==> config.mk <==
export PLATFORM = sky130hd
export DESIGN_NAME = crtsu_queue
export DESIGN_NICKNAME = d
export VERILOG_FILES = /design/src/sv/crtsu_pkg.sv /design/src/sv/crtsu_queue.sv
export SDC_FILE = /design/constraint.sdc
export NUM_CORES = 1
export LEC_CHECK = 0
export BUFFER_PORTS_ARGS = -buffer_cell sky130_fd_sc_hd__buf_2
export CAP_MARGIN = 20
export CORE_MARGIN = 8
export CORE_UTILIZATION = 42
export DETAILED_ROUTE_END_ITERATION = 8
export GPL_TIMING_DRIVEN = 0
export PLACE_DENSITY = 0.66
export SETUP_SLACK_MARGIN = 0.5
export SLEW_MARGIN = 20
export SYNTH_ARGS = -nofsm -noshare
export SYNTH_HDL_FRONTEND = slang
export SYNTH_SLANG_ARGS = --single-unit
==> constraint.sdc <==
create_clock -name clock -period 16.2 [get_ports clock]
set_clock_uncertainty 0.1 [all_clocks]
set_input_delay 1.62 -clock clock [delete_from_list [all_inputs] [get_ports clock]]
set_output_delay 1.62 -clock clock [all_outputs]
set_load 0.01 [all_outputs]
==> src/sv/crtsu_pkg.sv <==
// shared types, codes and helper functions of the scanline upscaler
package crtsu_pkg;

   // transaction kinds on the request channel
   localparam logic REQ_TABLE = 1'b0;
   localparam logic REQ_PIXEL = 1'b1;

   // table select codes
   localparam logic [2:0] SEL_MAIN_RED   = 3'd0;
   localparam logic [2:0] SEL_MAIN_GREEN = 3'd1;
   localparam logic [2:0] SEL_MAIN_BLUE  = 3'd2;
   localparam logic [2:0] SEL_SCAN_RED   = 3'd3;
   localparam logic [2:0] SEL_SCAN_GREEN = 3'd4;
   localparam logic [2:0] SEL_SCAN_BLUE  = 3'd5;

   // register indexes
   localparam logic [2:0] CSR_RED_LOW    = 3'd0;
   localparam logic [2:0] CSR_GREEN_LOW  = 3'd1;
   localparam logic [2:0] CSR_BLUE_LOW   = 3'd2;
   localparam logic [2:0] CSR_RED_HIGH   = 3'd3;
   localparam logic [2:0] CSR_GREEN_HIGH = 3'd4;
   localparam logic [2:0] CSR_BLUE_HIGH  = 3'd5;

   localparam logic [9:0] LOW_GAIN_RESET  = 10'd256;
   localparam logic [9:0] HIGH_GAIN_RESET = 10'd282;

   localparam int QUEUE_DEPTH = 2;

   // per-channel gains, index 0 red, 1 green, 2 blue
   typedef struct packed {
      logic [2:0][9:0] low;
      logic [2:0][9:0] high;
   } gains_type;

   // one unit of work handed from front to back
   typedef struct packed {
      logic            is_write;
      logic [1:0]      wr_chan;
      logic [7:0]      wr_addr;
      logic [7:0]      wr_value;
      logic            pair_valid;
      logic            tail_valid;
      logic [3:0][2:0][7:0] lin;    // columns: pair l0, pair l1, tail l0, tail l1
      logic [3:0][1:0] grille;
   } job_type;

   // grille color of the even or odd column of a pair at a given phase
   function automatic logic [1:0] grille_of(input logic [1:0] phase, input logic odd);
      logic [1:0] g;
      case (phase)
         2'd0:    g = odd ? 2'd1 : 2'd0;
         2'd1:    g = odd ? 2'd0 : 2'd2;
         2'd2:    g = odd ? 2'd2 : 2'd1;
         default: g = 2'd0;
      endcase
      return g;
   endfunction

   function automatic logic [1:0] phase_inc(input logic [1:0] phase);
      return (phase == 2'd2) ? 2'd0 : phase + 2'd1;
   endfunction

endpackage

==> src/sv/crtsu_queue.sv <==
// short job queue between front and back
module crtsu_queue
   import crtsu_pkg::*;
(
   input  logic    clock,
   input  logic    reset,
   input  logic    push,
   input  job_type push_job,
   output logic    full,
   input  logic    pop,
   output logic    head_valid,
   output job_type head_job
);
   localparam int PTR_W = $clog2(QUEUE_DEPTH);

   job_type entry_ff [QUEUE_DEPTH];
   logic [PTR_W-1:0] wr_ptr_ff, wr_ptr_in;
   logic [PTR_W-1:0] rd_ptr_ff, rd_ptr_in;
   logic [PTR_W:0]   count_ff, count_in;

   assign full       = (count_ff == (PTR_W+1)'(QUEUE_DEPTH));
   assign head_valid = (count_ff != '0);
   assign head_job   = entry_ff[rd_ptr_ff];

   // pointer and count update
   always_comb begin
      wr_ptr_in = wr_ptr_ff;
      rd_ptr_in = rd_ptr_ff;
      count_in  = count_ff;
      if (push) begin
         wr_ptr_in = (wr_ptr_ff == PTR_W'(QUEUE_DEPTH - 1)) ? '0 : wr_ptr_ff + 1'b1;
      end
      if (pop) begin
         rd_ptr_in = (rd_ptr_ff == PTR_W'(QUEUE_DEPTH - 1)) ? '0 : rd_ptr_ff + 1'b1;
      end
      if (push && !pop) begin
         count_in = count_ff + 1'b1;
      end else if (pop && !push) begin
         count_in = count_ff - 1'b1;
      end
   end

   always_ff @(posedge clock) begin
      if (reset) begin
         wr_ptr_ff <= '0;
         rd_ptr_ff <= '0;
         count_ff  <= '0;
      end else begin
         wr_ptr_ff <= wr_ptr_in;
         rd_ptr_ff <= rd_ptr_in;
         count_ff  <= count_in;
      end
      if (push) begin
         entry_ff[wr_ptr_ff] <= push_job;
      end
   end

`ifndef NO_ASSERTIONS
   a_no_overflow: assert property (@(posedge clock) disable iff (reset) push |-> !full)
      else $error("push into full queue");
   a_no_underflow: assert property (@(posedge clock) disable iff (reset) pop |-> head_valid)
      else $error("pop from empty queue");
   a_count_step: assert property (@(posedge clock) disable iff (reset)
      (push && !pop) |=> count_ff == $past(count_ff) + 1'b1)
      else $error("queue count did not advance");
`endif

endmodule

==> results.json, run 1 <==
{
  "path_class": "reg -> out",
  "post_cts_buffers": 0,
  "post-place-ws_ns": 12.85,
  "setup_tns_ns": 0,
  "htreeDepth": 1,
  "yosysWarningCount": 0,
  "yosysTopAreaCell": "edfxtp_1",
  "clkPwrFrac_pct": 37.6,
  "maxCapViolCount": 0,
  "crit_path_end_kind": "primary output",
  "track_usage_pct": 13.8,
  "cts_resized": 0,
  "setup_viol": 0,
  "grt_pass1_vias": 5339,
  "nets": 832,
  "die-area_um2": 27500,
  "switchingPower_mw": 0.331,
  "synth_cell_types": 17,
  "critPathArrivalTime_ns": 1.84,
  "post-route-min-period_ns": 3.56,
  "hp-class": "reg -> reg",
  "grt_pass1_wl_um": 30100,
  "grt_max_degree": 56,
  "synth.top_cell.area_share_pct": 79.7,
  "synth_area_leaders": "edfxtp_1 80%, mux2_2 9.0%, mux2_4 8.0%",
  "coreArea_um2": 22400,
  "p_int_mw": 1.21,
  "cts.path.max_buffers": 3,
  "synth_nets": 541,
  "yosysSeqAreaShare_pct": 80.7,
  "routedWlPerCell_um": 19.4,
  "portBuffers": 255,
  "start_util_pct": 42.1,
  "dr.pass1.iters": 4,
  "syn_inst": 411,
  "synth_seq_cells": 255,
  "drt_iter0_markers": 196,
  "dp_hpwl_um": 14000,
  "cts_tree": "done",
  "cts-root-buf": "clkbuf_16",
  "start_kind": "flip-flop",
  "fin_crit_sh_pct": 22.0,
  "critPathMaxFanout": 10,
  "relSlewSlack_pct": 64.1,
  "syn_area_um2": 9420,
  "outcome": "completed",
  "hold_viol": 0,
  "drive_gt1_share_pct": 61.3,
  "clk_pin_slew_worst_paths_ns": 0.05,
  "synth.avg_cell_area_um2": 22.9,
  "clk_latency_ns": 0.52,
  "cts_inserted_buffers": 27,
  "fmax_ghz": 0.281,
  "num_rows": 55,
  "vdd_drop_max_uv": 89.6,
  "die-height_um": 166,
  "ant_nets": 0,
  "vias": 4833,
  "layout_setup_ws_ns": 12.64,
  "syn_to_final_growth_pct": 28.1,
  "clkSinkCount": 255,
  "rsz0062_at_grt": "false",
  "antenna_found_initial": 5,
  "drt-total-wl_um": 19400,
  "drv_slew": 0,
  "die-width_um": 166,
  "gp_congestion": 0.712,
  "cts_hold_buf": 0,
  "worst_slew_pin_slew_ns": 0.537,
  "drc": 0,
  "p_comb_share_pct": 11.7,
  "cp.required_ns": 14.48,
  "globalRouteOverflowTotal": 0,
  "ios": 256,
  "p_seq_share_pct": 50.7,
  "p_sw_share_pct": 21.5,
  "fin_util_pct": 54.0,
  "powerDensity_nw_per_um2": 127,
  "p_leak_nw": 4.67,
  "viasPerCell": 4.81
}
==> sequential cells by signal (all words and copies together), names as in the netlist, named ones only <==
register / cells
count_ff: 2
entry_ff: 250
rd_ptr_ff: 1
wr_ptr_ff: 1
==> metal layers <==
metal | global-route usage, % | share of wire [%] | vias up
met5 | 0 | 0.23 | -
met4 | 4.15 | 2.2 | 8
met3 | 4.78 | 7.8 | 42
met2 | 23.7 | 50 | 187
met1 | 16.0 | 40 | 2378
li1 | - | - | 2218
==> layout make-up <==
cell class / count / area, µm²
Fill cell: 1771 / 10300
Buffer: 14 / 114
Clock buffer: 30 / 687
Antenna cell: 1 / 2.50
Tap cell: 285 / 357
Sequential cell: 255 / 7610
Multi-Input combinational cell: 141 / 1710
Timing Repair Buffer: 262 / 1450
Inverter: 1 / 3.75
Clock inverter: 15 / 149
==> kinds of logic after synthesis <==
| kind of cell | share of synthesized area [%] |
|---|---|
| AO/OA/AOI/OAI | 0.106 |
| flip-flops | 80.7 |
| multiplexers | 16.9 |
| XOR/XNOR | 0.372 |
| adder cells (fa/ha/maj) | 0.133 |
| AND/OR/NAND/NOR | 0.491 |
| buffers and inverters | 1.25 |
==> power by group through the flow <==
| stage | clock network [mW] | registers (mW) | logic [mW] |
|---|---|---|---|
| after floorplan | 0 | 0.797 | 0.101 |
| after global placement | 0 | 0.801 | 0.171 |
| after detailed placement | 0 | 0.794 | 0.183 |
| after CTS | 0.597 | 0.780 | 0.184 |
| after global routing | 0.621 | 0.783 | 0.195 |
| final | 0.579 | 0.780 | 0.180 |
==> final timing paths <==
check                                            start                          to  slack, ns  cells past startpoint
worst min-delay path            rd_ptr_ff$_SDFFE_PP0P_      rd_ptr_ff$_SDFFE_PP0P_       0.42                      2
worst max-delay path                         flip-flop                head_job[92]      12.64                      5
worst max register to register  wr_ptr_ff$_SDFFE_PP0P_  entry_ff[0][110]$_DFFE_PP_      14.33                      4
worst min register to register  rd_ptr_ff$_SDFFE_PP0P_      rd_ptr_ff$_SDFFE_PP0P_       0.42                      2
==> placed cells by master, fill, tap and decap left out <==
cell type / count
clkbuf_16: 27
inv_6: 1
inv_1: 1
edfxtp_1: 250
buf_12: 3
nor2b_4: 1
mux2_4: 50
clkinv_2: 4
xor2_1: 2
buf_16: 4
mux2_2: 75
clkinv_1: 6
a21oi_1: 1
buf_6: 7
clkinvlp_4: 1
o21ai_0: 1
nor2_1: 4
clkbuf_1: 3
dfxtp_1: 5
or3_1: 1
and2_4: 1
xnor2_1: 2
or2_2: 1
nor2b_1: 1
bufinv_16: 3
ha_1: 1
buf_2: 262
diode_2: 1
==> cell usage after synthesis <==
master    instances
a21oi_1           1
and2_1            1
buf_2             7
buf_6             7
dfxtp_1           5
edfxtp_1        250
ha_1              1
inv_1             1
mux2_2           75
mux2_4           50
nor2_1            4
nor2b_1           2
o21ai_0           1
or2_2             1
or3_1             1
xnor2_1           2
xor2_1            2
==> through the flow <==
stage | cells | cell area [µm²] | hold WS, ns | power [mW]
2_1_floorplan | 411 | 9420 | 0.356 | 0.898
3_3_place_gp | 951 | 11100 | 0.387 | 0.973
3_5_place_dp | 958 | 11200 | 0.410 | 0.977
4_1_cts | 1003 | 12100 | 0.423 | 1.56
5_1_grt | 1004 | 12100 | 0.458 | 1.60
6_report | 1004 | 12100 | 0.420 | 1.54
==> critical path: stages, from the launching register on <==
cell and delay, ns:
dfxtp_1 0.32, buf_6 0.14, buf_6 0.19, buf_6 0.20, mux2_4 0.32, buf_2 0.14
No activity file was read; power rests on OpenSTA's default activity.
==> run 2: changes to the inputs <==
PLACE_DENSITY = 0.69   (was 0.66)
clock period = 3 ns   (was 16.2 ns; I/O delays follow)
==> run 2 against run 1 <==
  * Worst setup slack got worse by 12 ns
  * Sequential power grew to 5.4 times the previous value
  * Hold slack worse by 0.24 ns
  * Die area did not move
  * Critical path type unchanged
  * Critical endpoint is now head_job[67]
  * Largest cell class unchanged
  * Highest routed layer is now met4
==> results.json, run 2 (synthesis results as in run 1) <==
{
  "setup_viol": 0,
  "gp_congestion": 0.709,
  "outcome": "completed",
  "viasPerCell": 4.73,
  "cp.required_ns": 2.60,
  "drt-total-wl_um": 21100,
  "ant_nets": 0,
  "track_usage_pct": 14.9,
  "maxCapViolCount": 0,
  "start_kind": "flip-flop",
  "grt_pass1_vias": 6104,
  "start_util_pct": 42.1,
  "drv_slew": 0,
  "die-area_um2": 27500,
  "post-place-ws_ns": 0.938,
  "nets": 959,
  "layout_setup_ws_ns": 0.736,
  "reg_top3": "entry_ff x250, count_ff x2",
  "n_antenna_cell": 0,
  "num_rows": 55,
  "largest_reg_flops": 250,
  "grt_max_degree": 58,
  "path_class": "reg -> out",
  "cts-root-buf": "clkbuf_16",
  "cts_inserted_buffers": 26,
  "cts_tree": "done",
  "post-route-min-period_ns": 2.26,
  "critPathMaxFanout": 10,
  "mostFrequentLayoutCells": "262 x buf_2, 250 x edfxtp_1, 128 x dlygate4sd3_1",
  "routedWlPerCell_um": 18.7,
  "fin_hold_ws_ns": 0.180,
  "portBuffers": 255,
  "critPathArrivalTime_ns": 1.86,
  "regMostFlops": "entry_ff",
  "hold_viol": 0,
  "powerDensity_nw_per_um2": 632,
  "post_cts_buffers": 0,
  "drt_iter0_markers": 264,
  "clk_pin_slew_worst_paths_ns": 0.06,
  "ios": 256,
  "fin_crit_sh_pct": 75.5,
  "p_leak_nw": 5.19,
  "coreArea_um2": 22400,
  "rsz0062_at_grt": "false",
  "antenna_found_initial": 0,
  "cts.path.max_buffers": 3,
  "globalRouteOverflowTotal": 0,
  "die-height_um": 166,
  "htreeDepth": 1,
  "drive_gt1_share_pct": 51.7,
  "drc": 0,
  "grt_pass1_wl_um": 33000,
  "clkSinkCount": 255,
  "vdd_drop_max_uv": 450,
  "fmax_ghz": 0.442,
  "vias": 5339,
  "relSlewSlack_pct": 61.9,
  "die-width_um": 166,
  "syn_to_final_growth_pct": 41.5,
  "seq_area_um2": 7610,
  "hp-class": "in -> reg",
  "multi_input_area_um2": 1710,
  "dp_hpwl_um": 13600,
  "crit_path_end_kind": "primary output",
  "final_common_cell": "buf_2",
  "worst_slew_pin_slew_ns": 0.571,
  "clk_latency_ns": 0.53,
  "dr.pass1.iters": 4,
  "fillCellCount": 1580
}
-- run 2: per-stage QoR --
| stage | instance area, µm² | total power [mW] | util [%] | cells | setup TNS [ns] |
|---|---|---|---|---|---|
| final | 13300 | 8.43 | 59.6 | 1129 | 0 |
| after global routing | 13300 | 8.73 | 59.6 | 1129 | 0 |
| after CTS | 13300 | 8.51 | 59.6 | 1129 | 0 |
| after detailed placement | 11200 | 5.28 | 50.3 | 958 | 0 |
| after global placement | 11100 | 5.21 | 49.5 | 951 | -117.89 |
| after floorplan | 9430 | 4.83 | - | 411 | 0 |
-- run 2: final cells by class --
| class | count | area share, % |
|---|---|---|
| Multi-Input combinational cell | 141 | 12.8 |
| Tap cell | 285 | 2.67 |
| Inverter | 1 | 0.0282 |
| Clock inverter | 9 | 0.948 |
| Sequential cell | 255 | 57.1 |
| Clock buffer | 34 | 5.10 |
| Buffer | 14 | 0.854 |
| Timing Repair Buffer | 390 | 20.5 |
-- run 2: layer usage --
| layer | vias to the layer above | wire length, µm | track usage, % |
|---|---|---|---|
| met1 | 2641 | 8410 | 17.1 |
| met5 | - | 0 | 0 |
| met4 | 0 | 467 | 3.44 |
| li1 | 2467 | - | - |
| met2 | 199 | 10800 | 26.7 |
| met3 | 32 | 1430 | 4.75 |
-- run 2: critical path: stages (launching register included) --
cell and delay (ns):
dfxtp_1 0.32, buf_6 0.14, buf_6 0.19, buf_6 0.20, mux2_4 0.32, buf_2 0.14
-- run 2: power by group --
| part | switching (mW) | internal [mW] |
|---|---|---|
| combinational | 0.527 | 0.593 |
| clock | 1.26 | 1.84 |
| sequential | 0.0530 | 4.16 |
-- run 2: path summary, 6_finish.rpt --
path	depth (start not counted)	from	to	slack (ns)
setup reg to reg	4	wr_ptr_ff$_SDFFE_PP0P_	entry_ff[0][89]$_DFFE_PP_	1.07
hold / removal	4	push	count_ff[0]$_SDFFE_PP0P_	0.18
setup / recovery	5	flip-flop	head_job[67]	0.74
hold reg to reg	2	count_ff[1]$_SDFFE_PP0P_	count_ff[1]$_SDFFE_PP0P_	0.42
-- run 2: timing repair --
action / in CTS / in global routing
setup endpoints to repair: 0 / 0
hold buffers: 128 / 0
gates resized for setup: 0 / 0
hold endpoints to repair: 255 / 0
==> run 3: changes to the inputs <==
clock period = 1.87 ns   (was 3 ns; I/O delays follow)
==> run 3 against run 2 <==
  * The run now ends with negative setup slack left
  * Routed wire length up 20%
  * Hold slack worse by 0.016 ns
  * First-iteration DRC count is 11% higher
  * Flip-flop and latch count stayed put
  * Combinational power up 150%
  * Final cell count rose by 6.8%
  * Largest power group unchanged
==> results.json, run 3 (synthesis results as in run 1) <==
{
  "outcome": "complete, but fails checks",
  "rsz0062_at_grt": "true",
  "critPathArrivalTime_ns": 1.75,
  "hp-class": "in -> reg",
  "cts.path.max_buffers": 3,
  "dr.pass1.iters": 4,
  "portBuffers": 255,
  "drive_gt1_share_pct": 56.6,
  "clkSinkCount": 255,
  "cts-root-buf": "clkbuf_16",
  "clkPwrFrac_pct": 34.3,
  "final_common_cell": "edfxtp_1",
  "drc": 0,
  "viasPerCell": 4.76,
  "cp_cell_sequence": "buf_12 > buf_4 > buf_12 > mux2_2 > buf_2",
  "critPathMostFrequentCell": "buf_12",
  "fin_crit_sh_pct": 109,
  "switchingPower_mw": 3.27,
  "place_inst": 958,
  "grt_pass1_vias": 6363,
  "cp_slowest_stage_delay_ns": 0.34,
  "worst_path_dominant_cell_family": "buffers and inverters",
  "layout.cells.non_filler": 1206,
  "drt-total-wl_um": 25300,
  "coreArea_um2": 22400,
  "min-delay-start": "push",
  "antenna_found_initial": 1,
  "reg_top3": "entry_ff x250, count_ff x2",
  "p_leak_nw": 6.10,
  "syn_to_final_growth_pct": 62.6,
  "ant_nets": 0,
  "cp.required_ns": 1.58,
  "maxCapViolCount": 0,
  "largest_reg_flops": 250,
  "rr_worst_depth": 6,
  "grt_max_degree": 39,
  "drt_iter0_markers": 294,
  "vdd_drop_max_uv": 834,
  "mostFrequentLayoutCells": "250 x edfxtp_1, 176 x buf_2, 128 x dlygate4sd3_1",
  "fmax_ghz": 0.490,
  "gp_congestion": 0.723,
  "layout_setup_ws_ns": -0.170,
  "r2r_end": "entry_ff[0][86]$_DFFE_PP_",
  "die-width_um": 166,
  "track_usage_pct": 16.6,
  "num_rows": 55,
  "grt_pass1_wl_um": 36100,
  "p_sw_share_pct": 22.6,
  "crit_path_top_delay_cell": "dfxtp_2",
  "ios": 256,
  "dp_hpwl_um": 13800,
  "critPathMaxFanout": 10,
  "die-height_um": 166,
  "htreeDepth": 1,
  "relSlewSlack_pct": 78.2,
  "post-route-min-period_ns": 2.04,
  "p_seq_share_pct": 46.7,
  "cts_tree": "done",
  "fillCellCount": 1349,
  "fin_total_pwr_mw": 14.5,
  "p_int_mw": 11.2,
  "violations": "negative setup slack",
  "r2r_start": "wr_ptr_ff$_SDFFE_PP0P_",
  "clk_latency_ns": 0.52,
  "path_class": "reg -> out",
  "die-area_um2": 27500,
  "hold-path-cell-count": 4,
  "start_kind": "flip-flop",
  "seq_area_um2": 7620,
  "multi_input_area_um2": 1890,
  "cts_inserted_buffers": 27,
  "path_buf_inv": 4,
  "regMostFlops": "entry_ff",
  "setup_viol": 125,
  "worst_slew_pin_slew_ns": 0.327,
  "clk_pin_slew_worst_paths_ns": 0.06,
  "crit_path_end_kind": "primary output",
  "globalRouteOverflowTotal": 0,
  "powerDensity_nw_per_um2": 945,
  "hold_viol": 0,
  "routedWlPerCell_um": 21.0,
  "start_util_pct": 42.1,
  "drv_slew": 0,
  "rrSetupSlack_ns": 0.33,
  "vias": 5737,
  "p_comb_share_pct": 19.0,
  "nets": 1030,
  "holdPathEnd": "count_ff[0]$_SDFFE_PP0P_"
}
==> run 3: changes by cell type in the layout (fill, tap and decap cells not counted), moves of 3 or more <==
cell and delta:
buf_2 -86, buf_4 +16, buf_12 +20, dfxtp_1 -3, clkinv_2 +3, clkinvlp_4 +3, buf_8 +6, clkbuf_16 +15
mux2_4 +34, buf_16 +9, buf_6 +88, mux2_2 -34
==> run 3: metrics by stage <==
| stage | TNS (ns) | hold WS, ns | cell area (µm²) | utilization, % | setup slack, ns |
|---|---|---|---|---|---|
| floorplan | -176.88 | 0.152 | 9430 | - | -0.831 |
| global placement | -369.08 | 0.274 | 11100 | 49.5 | -1.70 |
| detailed placement | 0 | 0.279 | 11200 | 50.2 | 0.0232 |
| CTS | -20.95 | 0.0954 | 14600 | 65.1 | -0.211 |
| global route | -23.93 | 0.182 | 15300 | 68.5 | -0.233 |
| finish | -16.99 | 0.165 | 15300 | 68.5 | -0.170 |
==> run 3: area by class of cell <==
type	instances	share of cell area, %
diodes	1	0.0163
plain buffers	14	1.63
clock buffers	36	4.76
clock inverters	13	0.661
inverters	1	0.0245
multi-input cells	143	12.3
flip-flops and latches	255	49.7
well taps	285	2.33
repair buffers	458	28.5
==> run 3: per-layer routing <==
metal  GRT usage [%]  wire, µm
met5               0         0
met4            4.78       546
met3            4.49      1530
met2            29.9     13300
met1            18.9      9950
==> run 3: worst max-delay path by stage <==
stage	start	end	slack, ns	depth (start not counted)
2_1_floorplan	wr_ptr_ff$_SDFFE_PP0P_	entry_ff[0][0]$_DFFE_PP_	-0.83	1
3_3_place_gp	push	entry_ff[0][97]$_DFFE_PP_	-1.70	2
3_5_place_dp	push	entry_ff[0][96]$_DFFE_PP_	0.02	5
4_1_cts	flip-flop	head_job[83]	-0.21	5
5_1_grt	flip-flop	head_job[112]	-0.23	5
6_report	flip-flop	head_job[123]	-0.17	5
==> run 3: timing repair <==
action | CTS | global route
setup endpoints to repair | 369 | 327
hold buffers | 128 | 0
pin swaps | 1 | 4
cloned | 11 | 16
buffers inserted | 22 | 21
hold endpoints to repair | 255 | 0
resized for setup | 154 | 52
==> run 3: power groups by stage <==
| stage | Combinational (mW) | Sequential (mW) | Clock, mW |
|---|---|---|---|
| floorplan | 0.879 | 6.86 | 0 |
| global placement | 1.47 | 6.88 | 0 |
| detailed placement | 1.58 | 6.88 | 0 |
| CTS | 2.42 | 6.76 | 5.07 |
| global route | 2.89 | 6.79 | 5.33 |
| finish | 2.75 | 6.77 | 4.98 |
==> run 3: worst register-to-register path, cell delays in order, from the launching register on <==
cell and delay [ns]:
dfxtp_4 0.35, buf_6 0.12, nor2b_4 0.14, clkbuf_16 0.17, buf_16 0.13, buf_12 0.11
clkbuf_16 0.14
